$ cat src/hw/rtl/spq_pkg.sv
`timescale 1ns / 1ps
// Shared types and codes for the sorted priority queue.
// Used by spq_cell and sorted_priority_queue; depends on nothing else.
package spq_pkg;

    localparam int unsigned DataWidth  = 32;
    localparam int unsigned CountWidth = 4;

    // Request commands.
    localparam logic CMD_ENQUEUE = 1'b0;
    localparam logic CMD_DEQUEUE = 1'b1;

    // Result status codes.
    localparam logic [1:0] ST_ENQUEUED = 2'd0;
    localparam logic [1:0] ST_FULL     = 2'd1;
    localparam logic [1:0] ST_DEQUEUED = 2'd2;
    localparam logic [1:0] ST_EMPTY    = 2'd3;

    localparam logic signed [DataWidth-1:0] EmptyValue = '1;

    typedef logic signed [DataWidth-1:0] t_word;

    // One queue slot as it moves between neighboring cells.
    typedef struct packed {
        logic  valid;
        t_word value;
        t_word prio;
    } t_slot;

    // Operation broadcast to every cell.
    typedef struct packed {
        logic  enq;
        logic  deq;
        t_word value;
        t_word prio;
    } t_ctrl;

endpackage

$ cat src/hw/rtl/spq_cell.sv
`timescale 1ns / 1ps
// One slot of the sorted queue: compares its priority with the broadcast one
// and holds, loads the new pair, or shifts from a neighbor. Uses spq_pkg.
module spq_cell import spq_pkg::*; (
    input  logic  i_clk,
    input  logic  i_rst_n,
    input  t_ctrl i_ctrl,
    input  t_slot i_left,
    input  logic  i_left_keep,
    input  t_slot i_right,
    output t_slot o_slot,
    output logic  o_keep
);

    t_slot r_slot;
    t_slot n_slot;

    // A slot keeps its place on enqueue when it is occupied and its priority
    // number is not above the new one; these slots form a prefix of the row.
    assign o_keep = r_slot.valid && !(r_slot.prio > i_ctrl.prio);
    assign o_slot = r_slot;

    always_comb begin
        n_slot = r_slot;
        if (i_ctrl.enq) begin
            if (o_keep) begin
                n_slot = r_slot;
            end else if (i_left_keep) begin
                n_slot.valid = 1'b1;
                n_slot.value = i_ctrl.value;
                n_slot.prio  = i_ctrl.prio;
            end else begin
                n_slot = i_left;
            end
        end else if (i_ctrl.deq) begin
            n_slot = i_right;
        end
    end

    always_ff @(posedge i_clk) begin
        if (!i_rst_n) begin
            r_slot.valid <= 1'b0;
        end else begin
            r_slot.valid <= n_slot.valid;
        end
    end

    always_ff @(posedge i_clk) begin
        r_slot.value <= n_slot.value;
        r_slot.prio  <= n_slot.prio;
    end

endmodule

$ cat src/hw/rtl/sorted_priority_queue.sv
`timescale 1ns / 1ps
// Sorted priority queue built as a row of compare-and-shift cells.
// The result of a request is registered and appears on the output in the cycle after it is accepted.
// Throughput: one request per cycle while o_stall is low; every cell decides locally.
// Reset clears the slot valid bits, the entry count and the output valid flag;
// slot contents are not cleared. Uses spq_pkg and spq_cell.
module sorted_priority_queue import spq_pkg::*; #(
    parameter int unsigned QUEUE_DEPTH = 8
) (
    input  logic                  i_clk,
    input  logic                  i_rst_n,
    input  logic                  i_valid,
    output logic                  o_stall,
    input  logic                  i_command,
    input  logic signed [31:0]    i_item_value,
    input  logic signed [31:0]    i_item_priority,
    output logic                  o_valid,
    input  logic                  i_stall,
    output logic [1:0]            o_status,
    output logic signed [31:0]    o_out_value,
    output logic [3:0]            o_entry_count
);

    localparam int unsigned CW = $clog2(QUEUE_DEPTH + 1);

    t_slot                  w_slot [QUEUE_DEPTH];
    logic                   w_keep [QUEUE_DEPTH];
    logic [QUEUE_DEPTH-1:0] w_valid;
    t_ctrl                  w_ctrl;
    logic                   w_accept;
    logic                   w_full;
    logic                   w_empty;

    logic [CW-1:0] r_count;
    logic [CW-1:0] n_count;
    logic          r_out_valid;
    logic [1:0]    r_status;
    logic [1:0]    n_status;
    t_word         r_out_value;
    t_word         n_out_value;

    assign o_stall  = r_out_valid && i_stall;
    assign w_accept = i_valid && !o_stall;
    assign w_full   = w_valid[QUEUE_DEPTH-1];
    assign w_empty  = !w_valid[0];

    assign w_ctrl.enq   = w_accept && (i_command == CMD_ENQUEUE) && !w_full;
    assign w_ctrl.deq   = w_accept && (i_command == CMD_DEQUEUE) && !w_empty;
    assign w_ctrl.value = i_item_value;
    assign w_ctrl.prio  = i_item_priority;

    for (genvar g = 0; g < QUEUE_DEPTH; g++) begin : g_cell
        t_slot w_left;
        logic  w_left_keep;
        t_slot w_right;

        if (g == 0) begin : g_head
            assign w_left      = '0;
            assign w_left_keep = 1'b1;
        end else begin : g_body
            assign w_left      = w_slot[g-1];
            assign w_left_keep = w_keep[g-1];
        end

        if (g == QUEUE_DEPTH - 1) begin : g_tail
            assign w_right = '0;
        end else begin : g_inner
            assign w_right = w_slot[g+1];
        end

        spq_cell u_cell (
            .i_clk       (i_clk),
            .i_rst_n     (i_rst_n),
            .i_ctrl      (w_ctrl),
            .i_left      (w_left),
            .i_left_keep (w_left_keep),
            .i_right     (w_right),
            .o_slot      (w_slot[g]),
            .o_keep      (w_keep[g])
        );

        assign w_valid[g] = w_slot[g].valid;
    end

    always_comb begin
        n_count     = r_count;
        n_status    = ST_ENQUEUED;
        n_out_value = '0;
        if (i_command == CMD_ENQUEUE) begin
            if (w_full) begin
                n_status = ST_FULL;
            end else begin
                n_count = r_count + CW'(1);
            end
        end else begin
            if (w_empty) begin
                n_status    = ST_EMPTY;
                n_out_value = EmptyValue;
            end else begin
                n_status    = ST_DEQUEUED;
                n_out_value = w_slot[0].value;
                n_count     = r_count - CW'(1);
            end
        end
    end

    always_ff @(posedge i_clk) begin
        if (!i_rst_n) begin
            r_count     <= '0;
            r_out_valid <= 1'b0;
        end else begin
            if (w_accept) begin
                r_count     <= n_count;
                r_out_valid <= 1'b1;
            end else if (!i_stall) begin
                r_out_valid <= 1'b0;
            end
        end
    end

    always_ff @(posedge i_clk) begin
        if (w_accept) begin
            r_status    <= n_status;
            r_out_value <= n_out_value;
        end
    end

    assign o_valid       = r_out_valid;
    assign o_status      = r_status;
    assign o_out_value   = r_out_value;
    assign o_entry_count = CountWidth'(r_count);

`ifndef SYNTHESIS
    // The occupied slots always form a prefix starting at the queue front.
    a_valid_prefix: assert property (@(posedge i_clk) disable iff (!i_rst_n)
        ((w_valid + QUEUE_DEPTH'(1)) & w_valid) == '0)
        else $error("queue slots are not packed at the front");

    // The count tracks the occupied slots.
    a_count_match: assert property (@(posedge i_clk) disable iff (!i_rst_n)
        $countones(w_valid) == int'(r_count))
        else $error("entry count disagrees with occupied slots");

    // A dequeue on a non-empty queue reports the front value.
    a_deq_value: assert property (@(posedge i_clk) disable iff (!i_rst_n)
        (w_accept && i_command == CMD_DEQUEUE && !w_empty)
        |=> (o_valid && o_status == ST_DEQUEUED
             && o_out_value == $past(w_slot[0].value)))
        else $error("dequeue did not return the front entry");
`endif

endmodule
$ cat config.mk
export PLATFORM = sky130hd
export DESIGN_NAME = sorted_priority_queue
export DESIGN_NICKNAME = d
export VERILOG_FILES = /design/src/hw/rtl/spq_pkg.sv /design/src/hw/rtl/spq_cell.sv /design/src/hw/rtl/sorted_priority_queue.sv
export SDC_FILE = /design/constraint.sdc
export NUM_CORES = 2
export LEC_CHECK = 0
export BUFFER_PORTS_ARGS = -buffer_cell sky130_fd_sc_hd__buf_4
export CORE_MARGIN = 8
export CORE_UTILIZATION = 25
export DETAILED_ROUTE_END_ITERATION = 6
export MAX_ROUTING_LAYER = met4
export PLACE_DENSITY_LB_ADDON = 0.12
export SYNTH_ARGS = -nofsm -noshare
export SYNTH_HDL_FRONTEND = slang
export SYNTH_HIERARCHICAL = 1
export SYNTH_SLANG_ARGS = --single-unit
$ cat constraint.sdc
create_clock -name i_clk -period 11.2 [get_ports i_clk]
set_input_delay 1.12 -clock i_clk [delete_from_list [all_inputs] [get_ports i_clk]]
set_output_delay 1.12 -clock i_clk [all_outputs]
set_load 0.005 [all_outputs]
# ---- Yosys cells after proc, flatten, opt, wreduce, memory -nomap -nowiden
# Index checks and enable logic that the tools add are counted.
dict set report classes {
  addsub 2
  mul 0
  div 0
  magnitude_cmp 8
  eq_ne 11
  shifts 0
  mux 40
  bitwise 1
  n_reduce_logical 34
}
# operator count
set op_table {}
lappend op_table {{$mux W65} 31}
lappend op_table {{$gt A32 B32 Y1} 8}
lappend op_table {{$mux W32} 1}
lappend op_table {{$ne A2 B2 Y1 const B} 9}
lappend op_table {{$reduce_and A2 Y1} 8}
lappend op_table {{$logic_and A1 B1 Y1} 14}
lappend op_table {{$mux W4} 3}
lappend op_table {{$logic_not A1 Y1} 10}
lappend op_table {{$add A4 B1 Y4 const B} 1}
lappend op_table {{$mux W1} 4}
lappend op_table {{$ne A2 B1 Y1 const B} 2}
lappend op_table {{$sub A4 B1 Y4 const B} 1}
lappend op_table {{$reduce_and A3 Y1} 1}
lappend op_table {{$mux W2} 1}
lappend op_table {{$reduce_bool A2 Y1} 1}
lappend op_table {{$not A1 Y1} 1}
dict set report totals {
  register_bits 559
  latchBits 0
  mem_bits_rw 0
  rom_bits 0
  input_bits 69
  output_inout_bits 40
  word_cells 124
  memories 0
}

# ---- Logic depth before layout (Yosys ltp)
dict set report logic_depth {
  depth_word 7
  depth_mapped 13
  mapped_depth_nobuf 11
}

# ---- Cells and area by module
# The synthesis kept the hierarchy.
# module n_inst cells_per_inst area_per_inst_um2 seq_area_each_um2
set by_module_without_submodules {}
lappend by_module_without_submodules {{spq_cell (g_cell[0].u_cell ...)} 6 404 4170.2 1941.9}
lappend by_module_without_submodules {{spq_cell (g_cell[6].u_cell ...)} 2 404 4100.2 1941.9}
lappend by_module_without_submodules {sorted_priority_queue 1 139 1665.3 1121.1}

# ---- Worst setup path before layout
# No wires, ideal clock.
dict set report synth_timing {
  kind {input -> register}
  from {in i_valid}
  to {reg g_cell[0].u_cell.r_slot (netlist bit g_cell[0].u_cell/o_slot[0]) (enable)}
  setup_time_ns 0.514
  arrival_time_ns 5.999
  required_time_ns 10.686
  setup_slack_ns 4.687
  stages 5
  n_path_buf 2
  path_cell_list {a21boi_4 -> nor3b_2 -> buf_2 -> buf_2 -> mux2i_1}
}
# item line
set synth_lines {}
lappend synth_lines {{start, declared} sorted_priority_queue.sv:12} ;# input logic i_valid,
lappend synth_lines {{end, declared} spq_cell.sv:15} ;# t_slot r_slot;

==> impl_metrics.tcl <==
set metrics [dict create \
    slew_viol_final 0 \
    dpl.hpwl_um 69000 \
    io_pins 109 \
    final_common_cell "a21oi_1" \
    hold_viol 0 \
    end_kind "flop" \
    worst_slew_pin_slew_ps 1100 \
    grt_pass1_vias 24663 \
    power.leakage_nw 15.5 \
    setup_viol 0 \
    rsz0062_at_grt "false" \
    die_area_um2 152000 \
    antenna_found_initial 3 \
    maxCapViolCount 0 \
    area_growth_pct 16.2 \
    start_util_pct 25.1 \
    cts.reportedPaths.clkPinSlew_ps 50 \
    crit_path_cell_trace "buf_4 > a21boi_4 > buf_4 > nor3b_4 > buf_4 > buf_4 > buf_4 > a21oi_1" \
    insertion_delay_ps 670 \
    grt_max_degree 215 \
    die_w_um 390 \
    cts_htree_levels 3 \
    p_int_mw 4.23 \
    whs_endpoint "o_entry_count[3]$_SDFFE_PN0P_" \
    firstDrtPassIters 5 \
    max_stage_delay_ps 940 \
    slew_headroom_pct 25.1 \
    crit_family "buffers and inverters" \
    drc 0 \
    irDropWorstVdd_mv 0.103 \
    core_um2 139000 \
    pwr-share-clk_pct 39.5 \
    critPathLaunchType "primary input" \
    nets 3865 \
    cts_tree "built" \
    fin_worst_hold_slack_ps 483 \
    clk_path_buf_depth 3 \
    hold_class "reg2reg" \
    initialDrtViolationCount 1349 \
    reg2reg_to "g_cell[1].u_cell/o_slot[40]$_DFFE_PP_" \
    ctsRootBufferMaster "clkbuf_16" \
    status "finished clean" \
    hp-start "o_entry_count[3]$_SDFFE_PN0P_" \
    grt_util_all_layers_pct 14.1 \
    n_antenna_cell 0 \
    stdcell_count 5472 \
    finClkSkew_ps 23.1 \
    syn_inst 3370 \
    vias_per_cell 4.45 \
    p_sw_share_pct 28.6 \
    slowest_stage "buf_4" \
    cp_common_cell "buf_4" \
    drive_gt1_share_pct 8.59 \
    port_buffers 108 \
    detail-route-antenna-nets 0 \
    post_cts_buffers 0 \
    ctsHoldBuffers 0 \
    syn-cell-area_um2 34900 \
    required_ps 11540 \
    grt.overflow.total 0 \
    place_inst 5337 \
    power_frac_seq_pct 44.3 \
    p_comb_share_pct 16.2 \
    layout_common_cells "657 x a21oi_1, 546 x edfxtp_1, 536 x nor2_1" \
    placementRows 137 \
    routed_wl_um 106000 \
    holdPathStages 2 \
    grt_pass1_wl_um 160000 \
    cts_buffers 74 \
    powerDensity_nw_per_um2 146 \
    die_y_um 390 \
    rr_worst_depth 7 \
    detail_route.wl_per_cell_um 19.4 \
    setup_tns_ps 0 \
    max_freq_mhz 211 \
    path_buf_inv 5 \
    place_ws_ps 5630 \
    fin_ws_ps 6460 \
    finalCritPeriodShare_pct 42.4 \
    cp.arrival_ps 5090 \
    reg2reg_setup_slack_ps 6720 \
    crit_type "in2reg" \
    power_switching_mw 1.70 \
    yosys_warnings 6 \
    rr_startpoint "o_valid$_SDFFE_PN0P_" \
    cts-resized-gates 0 \
    clock-sinks 559 \
    gp_congestion 0.765 \
    crit_fanout 113 \
    period_minus_slack_ps 4740 \
    avgSynthCellArea_um2 10.4 \
    via_count 24333 \
]
==> final cells by class <==
| cell class | instances | area [µm²] |
|---|---|---|
| Fill cell | 14583 | 98500 |
| Clock buffer | 101 | 2030 |
| Timing Repair Buffer | 144 | 1120 |
| Multi-Input combinational cell | 2441 | 16900 |
| Clock inverter | 34 | 295 |
| Tap cell | 1876 | 2350 |
| Inverter | 317 | 1190 |
| Sequential cell | 559 | 16700 |
==> worst min-delay path, stage by stage, from the launching register on <==
cell	delay, ps
dfxtp_1	320
nand2_1	60
mux2i_1	50
==> worst max-delay path by stage <==
stage                        start  depth (start not counted)                                     to
4_1_cts        i_item_priority[10]                         12  g_cell[1].u_cell/o_slot[40]$_DFFE_PP_
5_1_grt                    i_stall                          8  g_cell[1].u_cell/o_slot[40]$_DFFE_PP_
3_5_place_dp   i_item_priority[10]                         12  g_cell[1].u_cell/o_slot[40]$_DFFE_PP_
3_3_place_gp   i_item_priority[10]                         12  g_cell[1].u_cell/o_slot[53]$_DFFE_PP_
6_report                   i_stall                          8  g_cell[1].u_cell/o_slot[40]$_DFFE_PP_
2_1_floorplan              i_valid                          5   g_cell[0].u_cell/o_slot[0]$_DFFE_PP_
==> through the flow <==
step	util (%)	cell area [µm²]	total power [mW]
6_report	29.1	40500	5.93
5_1_grt	29.1	40500	6.25
4_1_cts	29.1	40500	6.06
3_5_place_dp	27.5	38200	3.65
3_3_place_gp	27.5	38200	3.64
2_1_floorplan	-	35400	3.29
==> power groups by stage <==
| stage | Clock, mW | Combinational (mW) | Sequential (mW) |
|---|---|---|---|
| floorplan | 0 | 0.655 | 2.64 |
| global placement | 0 | 0.974 | 2.67 |
| detailed placement | 0 | 0.981 | 2.67 |
| CTS | 2.45 | 0.982 | 2.63 |
| global route | 2.52 | 1.09 | 2.64 |
| finish | 2.34 | 0.963 | 2.62 |
==> routing by layer <==
layer  vias up  track usage, %  share of wire (%)
li1      12375               -                  -
met1     11519            18.8                 49
met2       332            22.2                 46
met3       107            2.00                3.4
met4         0            3.90                2.2
met5         -               -                  0
==> registers in the layout, indices dropped and copies added (netlist names) <==
name and flops:
o_out_value 32, g_cell.u_cell/o_slot 520, o_entry_count 4, o_valid 1
o_status 2
Note: power is estimated with default switching activity, not from simulation.
